$ cat src/rtl/rpt_pkg.sv
// shared types, constants and the arctangent table for the pointer tip generator
package rpt_pkg;

    // cordic datapath: signed, unit 2^-30, one guard bit over the worst-case magnitude
    localparam int CORDIC_W      = 33;
    localparam int CORDIC_STAGES = 24;
    localparam int STEP_W        = 16;
    localparam int CFG_IDX_W     = 3;

    typedef logic signed [CORDIC_W-1:0] cordic_t;
    typedef logic [1:0]                 quad_t;

    // cordic start vector x, the inverse gain 0.60725 in q30
    localparam cordic_t X_INIT = 33'sd652032874;

    // configuration register indexes
    typedef enum logic [CFG_IDX_W-1:0] {
        CFG_CENTER_X       = 3'd0,
        CFG_CENTER_Y       = 3'd1,
        CFG_POINTER_RADIUS = 3'd2,
        CFG_TURN_STEP      = 3'd3,
        CFG_CCW            = 3'd4
    } cfg_reg_t;

    // atan(2^-stage) in units of 2^-32 turn
    function automatic cordic_t atan_of(input int stage);
        cordic_t a;
        case (stage)
            0:       a = 33'sd536870912;
            1:       a = 33'sd316933406;
            2:       a = 33'sd167458907;
            3:       a = 33'sd85004756;
            4:       a = 33'sd42667331;
            5:       a = 33'sd21354465;
            6:       a = 33'sd10679838;
            7:       a = 33'sd5340245;
            8:       a = 33'sd2670163;
            9:       a = 33'sd1335087;
            10:      a = 33'sd667544;
            11:      a = 33'sd333772;
            12:      a = 33'sd166886;
            13:      a = 33'sd83443;
            14:      a = 33'sd41722;
            15:      a = 33'sd20861;
            16:      a = 33'sd10430;
            17:      a = 33'sd5215;
            18:      a = 33'sd2608;
            19:      a = 33'sd1304;
            20:      a = 33'sd652;
            21:      a = 33'sd326;
            22:      a = 33'sd163;
            23:      a = 33'sd81;
            default: a = '0;
        endcase
        return a;
    endfunction

endpackage

$ cat src/rtl/rpt_tip_scale.sv
// quadrant fold, radius multiply, rounding and center offset, ending in the output register
module rpt_tip_scale #(
    parameter int ANGLE_BITS = 16,
    parameter int FRAC_BITS  = 4,
    parameter int COORD_BITS = 12
) (
    input  logic                             clk,
    input  logic                             rst_n,
    input  logic                             en,
    input  logic                             in_valid,
    input  rpt_pkg::quad_t                   in_quad,
    input  logic [ANGLE_BITS-1:0]            in_angle,
    input  rpt_pkg::cordic_t                 in_x,
    input  rpt_pkg::cordic_t                 in_y,
    input  logic [COORD_BITS-1:0]            center_x,
    input  logic [COORD_BITS-1:0]            center_y,
    input  logic [COORD_BITS-2:0]            radius,
    output logic                             out_valid,
    output logic [COORD_BITS+FRAC_BITS+1:0]  out_x,
    output logic [COORD_BITS+FRAC_BITS+1:0]  out_y,
    output logic [ANGLE_BITS-1:0]            out_angle
);

    localparam int OUT_W = COORD_BITS + FRAC_BITS + 2;
    localparam int PW    = rpt_pkg::CORDIC_W + COORD_BITS;
    localparam logic signed [PW-1:0] ROUND_HALF = PW'(1) << (29 - FRAC_BITS);

    rpt_pkg::cordic_t              cs, sn;
    logic signed [COORD_BITS-1:0]  radius_s;
    logic signed [PW-1:0]          prod_x_next, prod_y_next;
    logic signed [PW-1:0]          prod_x_reg, prod_y_reg;
    logic [ANGLE_BITS-1:0]         prod_angle_reg;
    logic                          prod_valid_reg;
    logic signed [PW-1:0]          cx_sh, cy_sh, off_x, off_y, sum_x, sum_y;
    logic [OUT_W-1:0]              out_x_reg, out_y_reg;
    logic [ANGLE_BITS-1:0]         out_angle_reg;
    logic                          out_valid_reg;

    // exact quadrant fold by swap and negate
    always_comb
    begin
        case (in_quad)
            2'd0:    begin cs = in_x;  sn = in_y;  end
            2'd1:    begin cs = -in_y; sn = in_x;  end
            2'd2:    begin cs = -in_x; sn = -in_y; end
            default: begin cs = in_y;  sn = -in_x; end
        endcase
    end

    assign radius_s    = $signed({1'b0, radius});
    assign prod_x_next = cs * radius_s;
    assign prod_y_next = sn * radius_s;

    // round half up into 1/2^frac pixel, then add the shifted center
    assign off_x = (prod_x_reg + ROUND_HALF) >>> (30 - FRAC_BITS);
    assign off_y = (prod_y_reg + ROUND_HALF) >>> (30 - FRAC_BITS);
    assign cx_sh = $signed(PW'(center_x) << FRAC_BITS);
    assign cy_sh = $signed(PW'(center_y) << FRAC_BITS);
    assign sum_x = cx_sh + off_x;
    assign sum_y = cy_sh + off_y;

    always_ff @(posedge clk or negedge rst_n)
    begin
        if (!rst_n)
        begin
            prod_valid_reg <= 1'b0;
            out_valid_reg  <= 1'b0;
        end
        else if (en)
        begin
            prod_valid_reg <= in_valid;
            out_valid_reg  <= prod_valid_reg;
        end
    end

    always_ff @(posedge clk)
    begin
        if (en)
        begin
            prod_x_reg     <= prod_x_next;
            prod_y_reg     <= prod_y_next;
            prod_angle_reg <= in_angle;
            out_x_reg      <= sum_x[OUT_W-1:0];
            out_y_reg      <= sum_y[OUT_W-1:0];
            out_angle_reg  <= prod_angle_reg;
        end
    end

    assign out_valid = out_valid_reg;
    assign out_x     = out_x_reg;
    assign out_y     = out_y_reg;
    assign out_angle = out_angle_reg;

`ifndef SYNTHESIS
    a_out_from_prod: assert property (@(posedge clk) disable iff (!rst_n)
        $rose(out_valid_reg) |-> $past(prod_valid_reg))
        else $error("output word appeared without a product word behind it");

    a_out_holds_on_stall: assert property (@(posedge clk) disable iff (!rst_n)
        !en |=> $stable(out_x_reg) && $stable(out_y_reg) && $stable(prod_valid_reg))
        else $error("scale stage moved while stalled");

    a_radius_zero: assert property (@(posedge clk) disable iff (!rst_n)
        en && prod_valid_reg && prod_x_reg == '0 |=>
            out_x_reg == $past(cx_sh[OUT_W-1:0]))
        else $error("zero offset did not land on the center");
`endif

endmodule

$ cat config.mk
export PLATFORM = sky130hd
export DESIGN_NAME = rpt_tip_scale
export DESIGN_NICKNAME = d
export VERILOG_FILES = /design/src/rtl/rpt_pkg.sv /design/src/rtl/rpt_tip_scale.sv
export SDC_FILE = /design/constraint.sdc
export NUM_CORES = 2
export LEC_CHECK = 0
export ABC_AREA = 1
export BUFFER_PORTS_ARGS = -buffer_cell sky130_fd_sc_hd__buf_2
export CAP_MARGIN = 25
export CORE_ASPECT_RATIO = 0.7
export CORE_UTILIZATION = 30
export CTS_BUF_LIST = sky130_fd_sc_hd__clkbuf_4
export CTS_CLUSTER_DIAMETER = 40
export DETAILED_ROUTE_END_ITERATION = 10
export GPL_ROUTABILITY_DRIVEN = 0
export GPL_TIMING_DRIVEN = 0
export HOLD_SLACK_MARGIN = 0.1
export PLACE_DENSITY_LB_ADDON = 0.15
export SYNTH_ARGS = -nofsm -noshare
export SYNTH_HDL_FRONTEND = slang
export SYNTH_SLANG_ARGS = --single-unit
$ cat constraint.sdc
create_clock -name clk -period 7.1 [get_ports clk]
set_input_delay 0.355 -clock clk [delete_from_list [all_inputs] [get_ports clk]]
set_output_delay 0.355 -clock clk [all_outputs]
set_load 0.01 [all_outputs]
==> impl_summary.md <==
Run status
The flow ran to the end, but the final reports show violations. The checks that failed: design-rule violations.

Timing
The part of the cycle the worst path needs is between 90% and 100%. The count of final hold-check violations is 0. On the final layout, the worst clock skew is slightly below 0.02 ns.

Static timing analysis puts the maximum clock frequency at roughly 140 MHz. The clock period minus worst slack is 6.94 ns. Setup repair after global routing could not meet its margin everywhere. Setup violations remaining at the end of the flow were counted as 0. The relative slew slack is roughly a quarter.

The total count of max-transition violations in the final report is 0. At the pin with the least slew margin, the transition time is approximately 1.1 ns.

Drt
The detailed router finished its first iteration with just under 3,000 violations. After detailed routing, the number of remaining DRC violations is 4. The met1 layer wirelength in the final routing is ~63,000 um.

After detailed routing, the average wire length per cell comes to ~21 um. The total wirelength of the detailed-routed design is 124,000 um. Once detail routing completed, the nets flagged for antenna violations numbered 0. The total length of routed met3 wires is between 10,000 and 15,000 um.

Summed over all nets, wire length on met2 after detailed routing comes to about 45,000 um. The top routing layer in use is met5. The number of iterations in the first detailed-routing pass is 9. The number of vias per cell is 4.91. For this block, the via count after detailed routing is between 20,000 and 30,000.

Worst setup path
The total buffers and inverters traversed by the critical path is 8. For this run, the slowest stage of the critical path takes around 0.57 ns. STA classifies the critical path startpoint as an input pin. The family of cells with the greatest summed delay on the critical path is adder cells. At the worst endpoint, the required time is around 7.5 ns. Among all stages on the critical path, the largest delay is contributed by fa_1. In this run the worst path has a maximum fanout of 6. The worst path arrival time is 7.35 ns. By startpoint and endpoint, the worst setup path is classified as in2reg. The worst setup path is captured at a flip-flop. Among the stages of the critical path, the cell type that occurs most often is nand2_1.

Placement
Port buffering added approximately 160 buffers. The standard cell area after detailed placement is approximately 36,000 sq um. The placed wire-length estimate is between 100,000 and 150,000 um.

GRT
The wire length of the first global-routing pass is ~190,000 um. The pin count of the biggest net entering global routing is 71. The number of antenna violations at the first check in global routing is 6.

The global routing usage summed across all routing layers is about 23%. The number of global-route vias before repair is roughly 29,000. The total congestion overflow is 0.

Synth
The proportion of synthesized flip-flops having asynchronous set or reset is around 1.9%. Each instance of the synthesized netlist takes up on average 7.84 sq um. The synthesis warning total is 0. In the synthesized netlist, the number of instances is around 4,200.

The number of synthesized flops with an enable pin is roughly 110. The sequential-to-total area share from yosys stat is between 9 and 10%. In this run, distinct cell masters in the synthesized netlist total 63. The number of nets in the synthesized netlist is about 5,000. The total of flip-flops plus latches after synthesis is approximately 110. The most instantiated flip-flop cell in the synthesis netlist is edfxtp_1. The synthesized cell area is between 30,000 and 40,000 sq um.

Floorplan
roughly 180 I/O pins were placed. The floorplan has between 100 and 150 rows. For this configuration, the core starts out at a cell density of a little under a third. The die is about 280 um tall. The overall die width is 398 um. The floorplan step defined a core boundary enclosing ~110,000 sq um. The floorplan die area is between 100,000 and 150,000 sq um.

Clocking
The clock-pin slew of the registers on the worst-case setup and hold paths is between 0.15 and 0.2 ns. The number of levels the H-tree was split into is 3. The number of clock sinks seen by CTS is around 110. TritonCTS built the clock tree. The clock latency on the worst-skew pair is a little over 0.6 ns. The cell sitting at the root of the clock tree is a clkbuf_4. The largest buffer count on any clock path is 2. Clock tree synthesis inserted a total of 9 buffers.

Layout
After routing the design area is 36,600 sq um. The top cell types in the final layout, fill and taps aside, are inv_1 (965), nand2_1 (812), fa_1 (621), nor2_1 (334), nand3_1 (263). At the end of the flow, the number of nets in the layout was roughly 5,400.

The layout overhead on the synthesized area is 11.4%. The layout cell share with drive strength beyond 1 is a little under a tenth. The number of fill cells in the layout is roughly 12,000. The library cell used most frequently in the layout, excluding fill and tap cells, is inv_1.

Run
Across the run, the number of max-cap violations was 0.

Hold path
In this run the worst hold path is classified as in2reg.
==> cells by family (layout without fill, tap and decap cells) <==
logic type / count (synthesis) / after routing / synth area share (%)
compound gates: 418 / 418 / 7.21
xor+xnor: 142 / 142 / 3.79
fa+ha+maj: 828 / 828 / 45.7
buf+inv: 1120 / 1362 / 12.9
flops: 108 / 108 / 9.84
other cells: 0 / 4 / 0
simple gates: 1575 / 1575 / 20.5
==> timing repair <==
item / 4_1_cts / 5_1_grt
endpoints found under the setup margin: 7 / 32
hold endpoints to repair: 23 / 0
setup buffers: 0 / 20
resized for setup: 3 / 88
pin swaps: 0 / 9
hold buffers: 23 / 0
==> layer usage <==
metal	global-route usage (%)	vias up
met5	0	-
met4	3.99	2
met3	6.87	90
met2	29.0	1318
met1	36.4	14269
li1	-	13205
==> worst paths after layout <==
path / slack, ns / cells past startpoint / startpoint / endpoint
worst max register to register: 3.72 / 17 / prod_x_reg[26]$_DFFE_PP_ / out_x[16]$_DFFE_PP_
worst min-delay path: 0.14 / 1 / en / out_angle[5]$_DFFE_PP_
min in group asynchronous: 0.59 / 3 / rst_n / out_valid$_DFFE_PN0P_
worst max-delay path: 0.16 / 34 / in_y[1] / prod_x_reg[43]$_DFFE_PP_
worst min register to register: 0.44 / 0 / prod_angle_reg[4]$_DFFE_PP_ / out_angle[4]$_DFFE_PP_
max in group asynchronous: 6.38 / 3 / rst_n / prod_valid_reg$_DFFE_PN0P_
==> worst reg2reg max path, stage by stage (launching register included) <==
cell	delay [ns]
edfxtp_1	0.41
ha_1	0.18
nand2_1	0.06
nor2_1	0.15
nand3_1	0.15
nor2_1	0.20
nand2_1	0.14
nor3_1	0.21
xor2_1	0.20
inv_1	0.07
ha_1	0.32
a21oi_1	0.14
o21ai_0	0.09
a21oi_1	0.22
o21ai_0	0.17
a21oi_1	0.16
o21ai_0	0.11
xor2_1	0.17
==> area by class of cell <==
cell class              count  area (sq um)  share of cell area (%)
well taps                1442          1800                    4.93
plain buffers             111           459                    1.25
diodes                      4          10.0                  0.0274
flip-flops and latches    108          3230                    8.84
clock buffers               9          67.6                   0.185
inverters                1009          3830                    10.5
multi-input cells        2963         25600                    69.9
clock inverters             6          75.1                   0.205
repair buffers            227          1520                    4.16
==> synth_stat cells, types with 5 or more instances <==
library cell / number / area share (%)
fa_1: 622 / 38
o21a_1: 11 / 0.25
nor3_1: 33 / 0.50
nor4_1: 13 / 0.25
xnor2_1: 30 / 0.80
o21ai_0: 159 / 2.4
inv_1: 969 / 11
nand4_1: 20 / 0.38
edfxtp_1: 106 / 9.7
nand2_2: 16 / 0.30
o21ai_1: 8 / 0.12
nor2_4: 5 / 0.17
a21oi_1: 168 / 2.6
buf_1: 5 / 0.057
a31oi_1: 16 / 0.30
or2_2: 7 / 0.13
nand3_1: 264 / 4.0
nor2_1: 342 / 3.9
nor2_2: 14 / 0.27
inv_2: 25 / 0.29
nand2_1: 825 / 9.4
o2111ai_1: 15 / 0.40
clkinv_1: 13 / 0.15
and3_1: 5 / 0.095
ha_1: 206 / 7.8
xor2_1: 112 / 3.0
o21ai_2: 8 / 0.21
clkbuf_1: 96 / 1.1
o211ai_1: 5 / 0.11
nand3_2: 8 / 0.24
==> per-stage QoR <==
stage	utilization (%)	instances	TNS (ns)	hold slack (ns)	worst slack (ns)
global placement	32.7	5797	-17.26	0.145	-1.02
detailed placement	32.9	5812	-16.47	0.146	-1.01
floorplan	-	4191	0	0.0594	0.969
finish	33.7	5879	0	0.140	0.162
CTS	33.2	5850	0	0.114	0.0208
global route	33.7	5877	-0.105	0.130	-0.0405
Power is not shown: default switching activity piles up to over one toggle a cycle in this logic, so the estimate is an artifact.
