$ cat config.mk
export PLATFORM = sky130hd
export DESIGN_NAME = rpt_cordic_cell
export DESIGN_NICKNAME = d
export VERILOG_FILES = /design/src/rtl/rpt_pkg.sv /design/src/rtl/rpt_cordic_cell.sv
export SDC_FILE = /design/constraint.sdc
export NUM_CORES = 1
export LEC_CHECK = 0
export BUFFER_PORTS_ARGS = -buffer_cell sky130_fd_sc_hd__buf_2
export CORE_UTILIZATION = 55
export CTS_CLUSTER_SIZE = 12
export DETAILED_ROUTE_END_ITERATION = 7
export PLACE_DENSITY_LB_ADDON = 0.1
export SKIP_LAST_GASP = 1
export SLEW_MARGIN = 15
export SYNTH_ARGS = -nofsm -noshare
export SYNTH_HDL_FRONTEND = slang
export SYNTH_SLANG_ARGS = --single-unit
$ cat constraint.sdc
create_clock -name clk -period 1 [get_ports clk]
set_input_delay 0.2 -clock clk [delete_from_list [all_inputs] [get_ports clk]]
set_output_delay 0.2 -clock clk [all_outputs]
set_load 0.01 [all_outputs]
$ cat src/rtl/rpt_pkg.sv
// shared types, constants and the arctangent table for the pointer tip generator
package rpt_pkg;

    // cordic datapath: signed, unit 2^-30, one guard bit over the worst-case magnitude
    localparam int CORDIC_W      = 33;
    localparam int CORDIC_STAGES = 24;
    localparam int STEP_W        = 16;
    localparam int CFG_IDX_W     = 3;

    typedef logic signed [CORDIC_W-1:0] cordic_t;
    typedef logic [1:0]                 quad_t;

    // cordic start vector x, the inverse gain 0.60725 in q30
    localparam cordic_t X_INIT = 33'sd652032874;

    // configuration register indexes
    typedef enum logic [CFG_IDX_W-1:0] {
        CFG_CENTER_X       = 3'd0,
        CFG_CENTER_Y       = 3'd1,
        CFG_POINTER_RADIUS = 3'd2,
        CFG_TURN_STEP      = 3'd3,
        CFG_CCW            = 3'd4
    } cfg_reg_t;

    // atan(2^-stage) in units of 2^-32 turn
    function automatic cordic_t atan_of(input int stage);
        cordic_t a;
        case (stage)
            0:       a = 33'sd536870912;
            1:       a = 33'sd316933406;
            2:       a = 33'sd167458907;
            3:       a = 33'sd85004756;
            4:       a = 33'sd42667331;
            5:       a = 33'sd21354465;
            6:       a = 33'sd10679838;
            7:       a = 33'sd5340245;
            8:       a = 33'sd2670163;
            9:       a = 33'sd1335087;
            10:      a = 33'sd667544;
            11:      a = 33'sd333772;
            12:      a = 33'sd166886;
            13:      a = 33'sd83443;
            14:      a = 33'sd41722;
            15:      a = 33'sd20861;
            16:      a = 33'sd10430;
            17:      a = 33'sd5215;
            18:      a = 33'sd2608;
            19:      a = 33'sd1304;
            20:      a = 33'sd652;
            21:      a = 33'sd326;
            22:      a = 33'sd163;
            23:      a = 33'sd81;
            default: a = '0;
        endcase
        return a;
    endfunction

endpackage

$ cat src/rtl/rpt_cordic_cell.sv
// one rotation-mode cordic cell of the pipelined chain, with its sideband
module rpt_cordic_cell #(
    parameter int STAGE      = 0,
    parameter int ANGLE_BITS = 16
) (
    input  logic                  clk,
    input  logic                  rst_n,
    input  logic                  en,
    input  logic                  in_valid,
    input  rpt_pkg::quad_t        in_quad,
    input  logic [ANGLE_BITS-1:0] in_angle,
    input  rpt_pkg::cordic_t      in_x,
    input  rpt_pkg::cordic_t      in_y,
    input  rpt_pkg::cordic_t      in_z,
    output logic                  out_valid,
    output rpt_pkg::quad_t        out_quad,
    output logic [ANGLE_BITS-1:0] out_angle,
    output rpt_pkg::cordic_t      out_x,
    output rpt_pkg::cordic_t      out_y,
    output rpt_pkg::cordic_t      out_z
);

    localparam rpt_pkg::cordic_t ATAN = rpt_pkg::atan_of(STAGE);

    logic                  valid_reg;
    rpt_pkg::quad_t        quad_reg;
    logic [ANGLE_BITS-1:0] angle_reg;
    rpt_pkg::cordic_t      x_reg, y_reg, z_reg;
    rpt_pkg::cordic_t      x_next, y_next, z_next;
    rpt_pkg::cordic_t      dx, dy;

    // arithmetic shift on signed values rounds toward minus infinity
    assign dx = in_y >>> STAGE;
    assign dy = in_x >>> STAGE;

    always_comb
    begin
        if (!in_z[rpt_pkg::CORDIC_W-1])
        begin
            x_next = in_x - dx;
            y_next = in_y + dy;
            z_next = in_z - ATAN;
        end
        else
        begin
            x_next = in_x + dx;
            y_next = in_y - dy;
            z_next = in_z + ATAN;
        end
    end

    always_ff @(posedge clk or negedge rst_n)
    begin
        if (!rst_n)
            valid_reg <= 1'b0;
        else if (en)
            valid_reg <= in_valid;
    end

    always_ff @(posedge clk)
    begin
        if (en)
        begin
            quad_reg  <= in_quad;
            angle_reg <= in_angle;
            x_reg     <= x_next;
            y_reg     <= y_next;
            z_reg     <= z_next;
        end
    end

    assign out_valid = valid_reg;
    assign out_quad  = quad_reg;
    assign out_angle = angle_reg;
    assign out_x     = x_reg;
    assign out_y     = y_reg;
    assign out_z     = z_reg;

endmodule

==> run metrics, run 1 <==
cell with the most instances after synthesis=sky130_fd_sc_hd__a21oi_1; HPWL after detailed placement=around 29000 um; xor and xnor fraction of the mapped netlist area=0.05959; Synth Cell Area=about 9300 um^2; horizontal die dimension=between 100 and 150 um; most common flop cell mapped by yosys=sky130_fd_sc_hd__edfxtp_1; H-Tree Depth=4; number of cells produced by synthesis=between 1000 and 1500; post-CTS resize count=between 200 and 250; post-synthesis cell type count=67; number of ports placed on the die boundary=approximately 240; status=stopped before the end; hold buffer count at CTS=between 40 and 50; post-synth top area cell=sky130_fd_sc_hd__edfxtp_1; register bit total from synthesis=117; cell total after placement=1774; main combinational cell family by area after synthesis=compound AO/OA/AOI/OAI gates; number of setup buffers added after CTS=between 60 and 70; number of enable flip-flop cells after synthesis=between 100 and 150; net count after synthesis=about 1200; count of warnings emitted by yosys=0; die outline height=131.7 um; Stop stage=clock tree synthesis (4_1_cts); clock root buffer=sky130_fd_sc_hd__clkbuf_16; proportion of synthesized flip-flops having asynchronous set or reset=0.008547; cell types with the highest counts after synthesis=128 x sky130_fd_sc_hd__a21oi_1, 116 x sky130_fd_sc_hd__edfxtp_1, 106 x sky130_fd_sc_hd__ha_1, 98 x sky130_fd_sc_hd__inv_1, 65 x sky130_fd_sc_hd__nor2_1; area share of and/or/nand/nor cells after synthesis=0.1162; Placer Congestion=1.000; sink count of the clock tree=117; cell row count=47; Inserted Clock Buffers=17; number of buffers added on ports=between 200 and 250; sequential-to-total area share from yosys stat=0.3789; Halt Reason=[ERROR DPL-0033] detailed placement checks failed during check placement.; number of buffers between clock root and the deepest sink=2; initial standard-cell utilization of the core=0.5603; share of cell area taken by muxes after synthesis=0.01973; top cell type's share of synthesized area=0.3762; Setup Slack @ Placement=-1943 ps; Area contributors post-synth=sky130_fd_sc_hd__edfxtp_1 38%, sky130_fd_sc_hd__ha_1 14%, sky130_fd_sc_hd__a21oi_1 6.9%; Post-Syn Area per Cell=9.250 um^2; Compound-Gate Fraction of Synth Area=0.2088; adder and majority gate portion of the synthesized area=0.1519
## per-stage QoR
| stage | TNS (ps) | area (um^2) |
|---|---|---|
| detailed placement | -97880 | 14000 |
| global placement | -94100 | 14000 |
| floorplan | -64250 | 10030 |
## logic make-up after synthesis
group	count (synthesis)
flops	117
buf+inv	153
xor+xnor	63
simple gates	225
fa+ha+maj	110
mux	18
compound gates	315
==> inputs of run 2 (changes only) <==
CORE_UTILIZATION = 40   (was 55)
CTS_CLUSTER_SIZE = default   (was 12)
PLACE_DENSITY_LB_ADDON = 0.15   (was 0.1)
==> run metrics, run 2 <==
pin count of the biggest net entering global routing=just over 40; type of the tightest min-delay check=input pin to register; critical setup path kind=input pin to register; leakage component of the power=roughly 8 nW; sink count of the clock tree=117; TNS Setup=-80520 ps; top cell type's share of synthesized area=0.3762; family of cells with the greatest summed delay on the critical path=compound AO/OA/AOI/OAI gates; RSZ-0062 raised after global routing=true; Crit Reg-Reg Startpoint=out_valid$_DFFE_PN0P_; cell total after placement=roughly 1800; initial standard-cell utilization of the core=0.4090; share of cells above drive strength 1=0.5761; global-route wire length before repair=~57000 um; count of warnings emitted by yosys=0; required time of the worst setup path=between 1000 and 1500 ps; Sw Share=0.3468; number of ports placed on the die boundary=239; slowest cell on the critical path=sky130_fd_sc_hd__o211ai_1; worst hold stages=1; die outline height=about 150 um; Synth Cell Area=slightly above 9000 um^2; capturing point of the worst reg2reg path=out_valid$_DFFE_PN0P_; number of antenna-violating nets in the routed design=0; Routed WL=about 39000 um; Vias/cell=roughly 5.3; worst setup slack for register-to-register paths=230 ps; power density over cell area=approximately 1300 nW/um^2; final number of hold-violating endpoints=0; register bit total from synthesis=between 100 and 150; biggest cell delay along the critical path=around 340 ps; HPWL after detailed placement=27620 um; number of buffers added on ports=238; number of cells produced by synthesis=about 1000; startpoint of the worst hold path=in_z[3]; cell with the most instances after synthesis=sky130_fd_sc_hd__a21oi_1; CP Data Arrival Time=between 2000 and 3000 ps; final-stage net count=approximately 1900; final setup fails=180; first-pass iteration count of the detailed router=5; Iter 0 DRT Violations=646; worst path bufs/invs=4; status=complete, but fails checks; post-synth top area cell=sky130_fd_sc_hd__edfxtp_1; cell types with the highest counts after synthesis=128 x sky130_fd_sc_hd__a21oi_1, 116 x sky130_fd_sc_hd__edfxtp_1, 106 x sky130_fd_sc_hd__ha_1, 98 x sky130_fd_sc_hd__inv_1, 65 x sky130_fd_sc_hd__nor2_1; DIE AREA=approximately 24000 um^2; proportion of synthesized flip-flops having asynchronous set or reset=0.008547; total internal power=14.39 mW; total DRC errors in the routed layout=0; Slew HR=0.6109; Area contributors post-synth=sky130_fd_sc_hd__edfxtp_1 38%, sky130_fd_sc_hd__ha_1 14%, sky130_fd_sc_hd__a21oi_1 6.9%; violations in the final reports=negative setup slack; clock-pin slew of the registers on the worst-case setup and hold paths=~70 ps; clock root buffer=sky130_fd_sc_hd__clkbuf_16; sequential-to-total area share from yosys stat=0.3789; number of antenna violations at the first check in global routing=1; most frequent cell on the critical path=sky130_fd_sc_hd__buf_6; element type at the critical path start=input pin; clock tree from TritonCTS=done; most common cell after layout, fill and taps aside=sky130_fd_sc_hd__buf_4; overall global routing resource usage=0.3101; Post-Syn Area per Cell=9.250 um^2; biggest fanout along the worst timing path=5; power spent charging and discharging nets=between 7 and 8 mW; worst setup skew after layout=0 ps; Max-cap violations=0; hold worst-path end=out_z[3]$_DFFE_PP_; post-synthesis cell type count=67; insertion delay to the later sink of the worst-skew pair=420 ps; H-Tree Depth=4; via count of the first global-routing pass=about 10000; share of power burned in the clock network=0.281; Period minus WS final=approximately 2300 ps; number of buffers between clock root and the deepest sink=2; count of fill cells added during filler insertion=between 1500 and 2000; post-route non-filler standard cell count=1982; Sequential Power Share=0.292; Placer Congestion=0.9424; Layout Area Growth over Synthesis=87.09%; final number of max-transition violations=0; net count after synthesis=1232; total congestion overflow after global routing=0; most common flop cell mapped by yosys=sky130_fd_sc_hd__edfxtp_1; WL per Instance=~20 um; worst vdd ir=a little over 1 mV; detailed-route via count=10510; part of the power in combinational logic=0.426; number of enable flip-flop cells after synthesis=116; endpoint type of the worst setup path=register; maximum frequency from static timing analysis=428.6 MHz; Worst Tran Pin Value=580.5 ps; area of the core=22640 um^2; final core utilization=0.7651; Inserted Clock Buffers=17; period utilisation layout=2.333; CP cell instances=buf_8 -> ha_4 -> buf_6 -> buf_6 -> nor4_4 -> o2111ai_2 -> a21oi_4 -> nor3_4 -> o211ai_1 -> buf_4 -> mux2i_1 -> xnor2_1; cell row count=55; post-route setup slack=-1333 ps; most used cells in the layout excluding fill and tap cells=356 x sky130_fd_sc_hd__buf_4, 205 x sky130_fd_sc_hd__buf_2, 116 x sky130_fd_sc_hd__edfxtp_1; number of cell instances on the worst register-to-register path=1; horizontal die dimension=about 150 um
## run 2: routing by layer
layer,global-route usage,share of wire,up-vias
met5,0,0,-
met4,0.09143,0.026,0
met2,0.5602,0.50,401
met1,0.3817,0.42,5067
li1,-,-,4969
met3,0.04284,0.056,77
## run 2: how the worst max path moves through the flow
| stage | from | endpoint | slack [ps] | cells after the start |
|---|---|---|---|---|
| floorplan | in_x[22] | out_x[31]$_DFFE_PP_ | -1500 | 10 |
| global placement | in_y[0] | out_y[32]$_DFFE_PP_ | -1910 | 14 |
| detailed placement | in_y[0] | out_y[32]$_DFFE_PP_ | -1920 | 14 |
| CTS | in_x[15] | out_x[31]$_DFFE_PP_ | -1240 | 11 |
| global route | in_x[1] | out_x[29]$_DFFE_PP_ | -1360 | 13 |
| finish | in_y[12] | out_y[16]$_DFFE_PP_ | -1330 | 12 |
## run 2: logic make-up (layout without fill, tap and decap cells)
family / count (synthesis) / after routing / share of synthesized area
AOI/OAI and AO/OA: 315 / 315 / 0.2088
adders and majority gates: 110 / 110 / 0.1519
muxes: 18 / 18 / 0.01973
other: 0 / 1 / 0
and+or+nand+nor: 225 / 225 / 0.1162
buffers and inverters: 153 / 848 / 0.06487
DFF: 117 / 117 / 0.3789
xor gates and xnor gates: 63 / 63 / 0.05959
## run 2: cell type report
type / count / area (um^2) / area share
multi-input combinational: 731 / 6980 / 0.4030
timing repair buffer: 707 / 5419 / 0.3128
sequential: 117 / 3508 / 0.2025
inverter: 108 / 476.7 / 0.02752
clock buffer: 17 / 425.4 / 0.02456
tap: 285 / 356.6 / 0.02059
clock inverter: 15 / 145.1 / 0.008378
timing repair inverter: 1 / 8.758 / 0.0005056
antenna: 1 / 2.502 / 0.0001445
## run 2: power by group through the flow
stage / registers [mW] / clock network [mW] / logic (mW)
2_1_floorplan: 6.87 / 0 / 3.29
3_3_place_gp: 6.51 / 0 / 7.19
3_5_place_dp: 6.52 / 0 / 7.24
4_1_cts: 6.43 / 6.27 / 8.43
5_1_grt: 6.48 / 6.43 / 9.94
6_report: 6.44 / 6.19 / 9.39
## run 2: timing repair
| item | CTS | global route |
|---|---|---|
| hold buffers | 47 | 0 |
| hold endpoints to repair | 47 | 0 |
| pin swaps | 108 | 123 |
| buffers inserted | 42 | 47 |
| endpoints found under the setup margin | 183 | 181 |
| cloned | 0 | 1 |
| resized for setup | 234 | 157 |
## run 2: stage by stage
step	power, mW	instance area [um^2]	hold WS (ps)	worst slack, ps
global placement	13.70	13970	-23.64	-1912
CTS	21.13	16370	15.34	-1241
finish	22.03	17320	29.40	-1333
global route	22.85	17320	28.03	-1357
floorplan	10.16	10030	-95.59	-1503
detailed placement	13.76	13970	-22.57	-1922
No activity file was read; power rests on OpenSTA's default activity.
==> inputs of run 3 (changes only) <==
PLACE_DENSITY = 0.68   (was default)
PLACE_DENSITY_LB_ADDON = default   (was 0.15)
==> run metrics, run 3 (synthesis gave the netlist of run 2 again) <==
status=complete, but fails checks; violations in the final reports=negative setup slack; number of antenna violations at the first check in global routing=0; Placer Congestion=around 0.95; endpoint type of the worst setup path=register; Slew HR=0.3501; horizontal die dimension=154.1 um; insertion delay to the later sink of the worst-skew pair=between 400 and 500 ps; maximum frequency from static timing analysis=428.4 MHz; most common cell after layout, fill and taps aside=sky130_fd_sc_hd__buf_4; WL per Instance=between 20 and 25 um; Layout Area Growth over Synthesis=93.19%; die outline height=154.1 um; share of cells above drive strength 1=0.6046; required time of the worst setup path=1170 ps; DIE AREA=approximately 24000 um^2; worst vdd ir=1.171 mV; final number of max-transition violations=0; RSZ-0062 raised after global routing=true; pin count of the biggest net entering global routing=43; TNS Setup=-81630 ps; number of ports placed on the die boundary=239; Inserted Clock Buffers=17; number of diodes added for antenna fixing=0; Max-cap violations=0; cell total after placement=roughly 1800; H-Tree Depth=4; final setup fails=between 150 and 200; Worst Hold Margin=approximately 46 ps; number of buffers between clock root and the deepest sink=2; most used cells in the layout excluding fill and tap cells=389 x sky130_fd_sc_hd__buf_4, 201 x sky130_fd_sc_hd__buf_2, 116 x sky130_fd_sc_hd__edfxtp_1; biggest fanout along the worst timing path=6; overall global routing resource usage=0.3100; CP Data Arrival Time=~2500 ps; post-route non-filler standard cell count=around 2000; final number of hold-violating endpoints=0; element type at the critical path start=input pin; period utilisation layout=2.335; global-route wire length before repair=around 57000 um; sink count of the clock tree=117; leakage component of the power=8.012 nW; Routed WL=slightly above 40000 um; initial standard-cell utilization of the core=0.4090; post-route setup slack=-1335 ps; count of fill cells added during filler insertion=1365; final-stage net count=just under 2000; power density over cell area=around 1300 nW/um^2; HPWL after detailed placement=roughly 27000 um; first-pass iteration count of the detailed router=6; total congestion overflow after global routing=0; total DRC errors in the routed layout=0; number of antenna-violating nets in the routed design=0; detailed-route via count=11170; worst setup skew after layout=0 ps; clock root buffer=sky130_fd_sc_hd__clkbuf_16; clock tree from TritonCTS=done; area of the core=around 23000 um^2; Vias/cell=~5.5; Worst Tran Pin Value=~960 ps; via count of the first global-routing pass=between 10000 and 15000; Period minus WS final=2335 ps; clock-pin slew of the registers on the worst-case setup and hold paths=roughly 60 ps; type of the tightest min-delay check=input pin to register; number of buffers added on ports=around 240; cell row count=55; critical setup path kind=input pin to register; Iter 0 DRT Violations=approximately 960
run 3: cell count changes in the layout (fill, tap and decap cells not counted), moves of 4 or more:
cell / previous run / this run
sky130_fd_sc_hd__buf_12: 12 / 16
sky130_fd_sc_hd__nor3_2: 5 / 9
sky130_fd_sc_hd__o21ai_2: 18 / 24
sky130_fd_sc_hd__nor2_4: 3 / 7
sky130_fd_sc_hd__buf_2: 205 / 201
sky130_fd_sc_hd__o21ai_4: 13 / 9
sky130_fd_sc_hd__buf_8: 8 / 18
sky130_fd_sc_hd__buf_6: 79 / 70
sky130_fd_sc_hd__ha_1: 76 / 71
sky130_fd_sc_hd__buf_4: 356 / 389
sky130_fd_sc_hd__nor2_1: 53 / 47
run 3: path summary, 6_finish.rpt:
path | from | to | slack (ps) | cells after the start
max in group asynchronous | rst_n | out_valid$_DFFE_PN0P_ | 810 | 2
min | in_valid | out_valid$_DFFE_PN0P_ | 50 | 2
min reg2reg | out_valid$_DFFE_PN0P_ | out_valid$_DFFE_PN0P_ | 560 | 1
min in group asynchronous | rst_n | out_valid$_DFFE_PN0P_ | 100 | 2
max reg2reg | out_valid$_DFFE_PN0P_ | out_valid$_DFFE_PN0P_ | 220 | 1
max | in_x[12] | out_y[25]$_DFFE_PP_ | -1330 | 13
run 3: timing repair:
action                                  CTS  global route
setup buffers                            66            42
endpoints found under the setup margin  183           181
resized for setup                       254           187
endpoints found under the hold margin    48             0
pin swaps                               149           139
hold buffers                             48             0
run 3: where the power goes:
part           switching [mW]  internal (mW)
clock                    2.77           3.53
sequential              0.195           6.24
combinational            5.02           4.91
total                    7.99           14.7
run 3: worst max-delay path: stages:
cell                       delay [ps]
sky130_fd_sc_hd__buf_8            100
sky130_fd_sc_hd__inv_4             50
sky130_fd_sc_hd__ha_4             210
sky130_fd_sc_hd__buf_8            140
sky130_fd_sc_hd__buf_4            140
sky130_fd_sc_hd__buf_4            150
sky130_fd_sc_hd__o31ai_4          340
sky130_fd_sc_hd__o2111a_1         300
sky130_fd_sc_hd__a21oi_4           90
sky130_fd_sc_hd__o211ai_1         260
sky130_fd_sc_hd__a31o_2           300
sky130_fd_sc_hd__a21oi_2           80
sky130_fd_sc_hd__xnor2_1          150
run 3: final cells by class:
| type | instances | area [um^2] | area share |
|---|---|---|---|
| Clock inverter | 15 | 157.7 | 0.008814 |
| Timing Repair Buffer | 742 | 5786 | 0.3234 |
| Tap cell | 285 | 356.6 | 0.01994 |
| Inverter | 108 | 476.7 | 0.02665 |
| Sequential cell | 117 | 3508 | 0.1961 |
| Multi-Input combinational cell | 731 | 7177 | 0.4012 |
| Clock buffer | 17 | 425.4 | 0.02378 |
run 3: per-layer routing:
metal	GRT usage	share of wire
met2	0.5238	0.48
met1	0.3940	0.41
met4	0.1043	0.037
met5	0	0
met3	0.06313	0.074
run 3: per-stage QoR:
step                utilization  setup WS (ps)  instance area (um^2)  power, mW
detailed placement       0.6213          -1988                 14070      13.79
global placement         0.6213          -1948                 14070      13.72
global route             0.7901          -1378                 17890      23.45
floorplan                     -          -1503                 10030      10.16
CTS                      0.7403          -1331                 16760      21.40
finish                   0.7901          -1335                 17890      22.67
==> inputs of run 4 (changes only) <==
ABC_AREA = 1   (was default)
PLACE_DENSITY = 0.67   (was 0.68)
==> run metrics, run 4 <==
share of cells above drive strength 1=0.5296; number of enable flip-flop cells after synthesis=116; cell with the most instances after synthesis=sky130_fd_sc_hd__nand2_1; status=complete, but fails checks; initial standard-cell utilization of the core=0.4119; clock tree from TritonCTS=done; top cell type's share of synthesized area=0.3112; DIE AREA=between 20000 and 30000 um^2; Crit Reg-Reg Startpoint=out_valid$_DFFE_PN0P_; number of cells produced by synthesis=1695; hold worst-path end=out_z[4]$_DFFE_PP_; number of cell instances on the worst register-to-register path=1; number of antenna violations at the first check in global routing=0; period utilisation layout=1.668; post-synth top area cell=sky130_fd_sc_hd__edfxtp_1; H-Tree Depth=4; Vias/cell=just over 5; net count after synthesis=roughly 1900; biggest cell delay along the critical path=between 300 and 400 ps; family of cells with the greatest summed delay on the critical path=compound AO/OA/AOI/OAI gates; critical setup path kind=input pin to register; cell total after placement=2500; startpoint of the worst hold path=in_z[4]; final number of max-transition violations=0; Area contributors post-synth=sky130_fd_sc_hd__edfxtp_1 31%, sky130_fd_sc_hd__nand2_1 19%, sky130_fd_sc_hd__ha_1 12%; proportion of synthesized flip-flops having asynchronous set or reset=0.008547; post-route setup slack=-668.4 ps; power density over cell area=1213 nW/um^2; wire length on met1=19050 um; most common cell after layout, fill and taps aside=sky130_fd_sc_hd__nand2_1; via count of the first global-routing pass=around 13000; leakage component of the power=just under 10 nW; Layout Area Growth over Synthesis=75.36%; capturing point of the worst reg2reg path=out_valid$_DFFE_PN0P_; maximum frequency from static timing analysis=between 500 and 600 MHz; required time of the worst setup path=between 1000 and 1500 ps; max layer used=met4; Worst Tran Pin Value=between 400 and 500 ps; violations in the final reports=negative hold slack, negative setup slack; sink count of the clock tree=117; final number of hold-violating endpoints=1; worst setup skew after layout=0 ps; WL per Instance=17.13 um; biggest fanout along the worst timing path=8; slowest cell on the critical path=sky130_fd_sc_hd__ha_4; cell types with the highest counts after synthesis=580 x sky130_fd_sc_hd__nand2_1, 318 x sky130_fd_sc_hd__inv_1, 153 x sky130_fd_sc_hd__nor2_1, 142 x sky130_fd_sc_hd__nand3_1, 116 x sky130_fd_sc_hd__edfxtp_1; Post-Syn Area per Cell=6.604 um^2; count of fill cells added during filler insertion=approximately 2100; endpoint type of the worst setup path=register; detailed-route via count=approximately 13000; number of antenna-violating nets in the routed design=0; number of buffers between clock root and the deepest sink=2; Period minus WS final=1668 ps; post-route non-filler standard cell count=about 2600; total congestion overflow after global routing=0; most common flop cell mapped by yosys=sky130_fd_sc_hd__edfxtp_1; area of the multi-input gates=9184 um^2; pin count of the biggest net entering global routing=44; CP Data Arrival Time=~1900 ps; RSZ-0062 raised after global routing=true; Sequential Area=3508 um^2; Setup Slack @ Placement=-1184 ps; overall global routing resource usage=0.2958; worst setup slack for register-to-register paths=around 260 ps; number of buffers added on ports=238; final-stage net count=~2500; Max-cap violations=0; final setup fails=180; met3 WL post-DR=about 3300 um; count of warnings emitted by yosys=0; Slew HR=0.7051; sequential-to-total area share from yosys stat=0.3134; global-route wire length before repair=65510 um; Routed WL=45110 um; total DRC errors in the routed layout=0; worst path bufs/invs=3; Iter 0 DRT Violations=slightly below 1000; cell row count=60; die outline height=approximately 170 um; type of the tightest min-delay check=input pin to register; Synth Cell Area=between 10000 and 15000 um^2; most used cells in the layout excluding fill and tap cells=339 x sky130_fd_sc_hd__nand2_1, 239 x sky130_fd_sc_hd__buf_4, 217 x sky130_fd_sc_hd__inv_1; post-place instance area=between 15000 and 20000 um^2; insertion delay to the later sink of the worst-skew pair=420 ps; horizontal die dimension=around 170 um; worst hold stages=1; number of ports placed on the die boundary=239; element type at the critical path start=input pin; HPWL after detailed placement=between 30000 and 40000 um; first-pass iteration count of the detailed router=7; post-synthesis cell type count=35; register bit total from synthesis=roughly 120; area of the core=~27000 um^2; Placer Congestion=0.9623; CP cell instances=buf_8 -> inv_8 -> ha_4 -> nand2_4 -> nor2_4 -> nand2_2 -> o211ai_1 -> buf_4 -> o21ai_2 -> o22ai_2; Inserted Clock Buffers=17; clock root buffer=sky130_fd_sc_hd__clkbuf_16; number of diodes added for antenna fixing=0; metal2 WL=roughly 21000 um; worst vdd ir=~1.0 mV; fin area=roughly 20000 um^2; clock-pin slew of the registers on the worst-case setup and hold paths=~60 ps; Worst Hold Margin=-8.641 ps
==> run 4: cells by family (layout without fill, tap and decap cells) <==
| logic type | after synthesis | count (layout) | synth area share |
|---|---|---|---|
| fa+ha+maj | 110 | 110 | 0.1256 |
| xor+xnor | 25 | 25 | 0.01956 |
| compound gates | 169 | 169 | 0.08193 |
| simple gates | 910 | 910 | 0.3285 |
| mux | 2 | 2 | 0.001900 |
| flops | 117 | 117 | 0.3134 |
| buf+inv | 362 | 929 | 0.1291 |
==> run 4: final cells by class <==
type | instances | share of cell area
sequential | 117 | 0.1787
clock inverter | 14 | 0.01147
clock buffer | 17 | 0.02167
inverter | 319 | 0.06737
tap | 372 | 0.02371
timing repair buffer | 579 | 0.2292
multi-input combinational | 1216 | 0.4678
==> run 4: worst max-delay path by stage <==
stage | cells past startpoint | start | endpoint | slack (ps)
2_1_floorplan | 13 | in_y[0] | out_y[32]$_DFFE_PP_ | -730
3_3_place_gp | 12 | in_x[23] | out_y[32]$_DFFE_PP_ | -1200
3_5_place_dp | 12 | in_x[23] | out_y[28]$_DFFE_PP_ | -1180
4_1_cts | 12 | in_x[7] | out_x[26]$_DFFE_PP_ | -530
5_1_grt | 13 | in_x[11] | out_y[26]$_DFFE_PP_ | -740
6_report | 10 | in_x[7] | out_y[10]$_DFFE_PP_ | -670
==> run 4: per-layer routing <==
metal,GRT usage,vias to the layer above
li1,-,6405
met1,0.3833,6187
met2,0.5060,606
met3,0.04851,107
met4,0.08343,0
met5,0,-
==> run 4: power by group <==
| part | total, mW | switching, mW | leakage, nW | internal (mW) |
|---|---|---|---|---|
| combinational | 10.4 | 5.94 | 8.22 | 4.50 |
| clock | 7.09 | 2.64 | 0.318 | 4.45 |
| sequential | 6.29 | 0.176 | 1.15 | 6.12 |
==> run 4: timing repair <==
item	4_1_cts	5_1_grt
buffers inserted	38	30
pin swaps	170	160
endpoints found under the setup margin	182	180
endpoints found under the hold margin	46	1
resized for setup	396	309
hold buffers	46	1
==> run 4: through the flow <==
stage	setup TNS, ps	util	hold slack, ps	power [mW]
3_5_place_dp	-65070	0.5739	-23.57	14.31
6_report	-46650	0.7223	-8.641	23.82
2_1_floorplan	-37580	-	-95.59	10.96
3_3_place_gp	-63870	0.5739	-25.27	14.20
4_1_cts	-42530	0.6749	1.850	22.63
5_1_grt	-53300	0.7223	0.3635	24.79
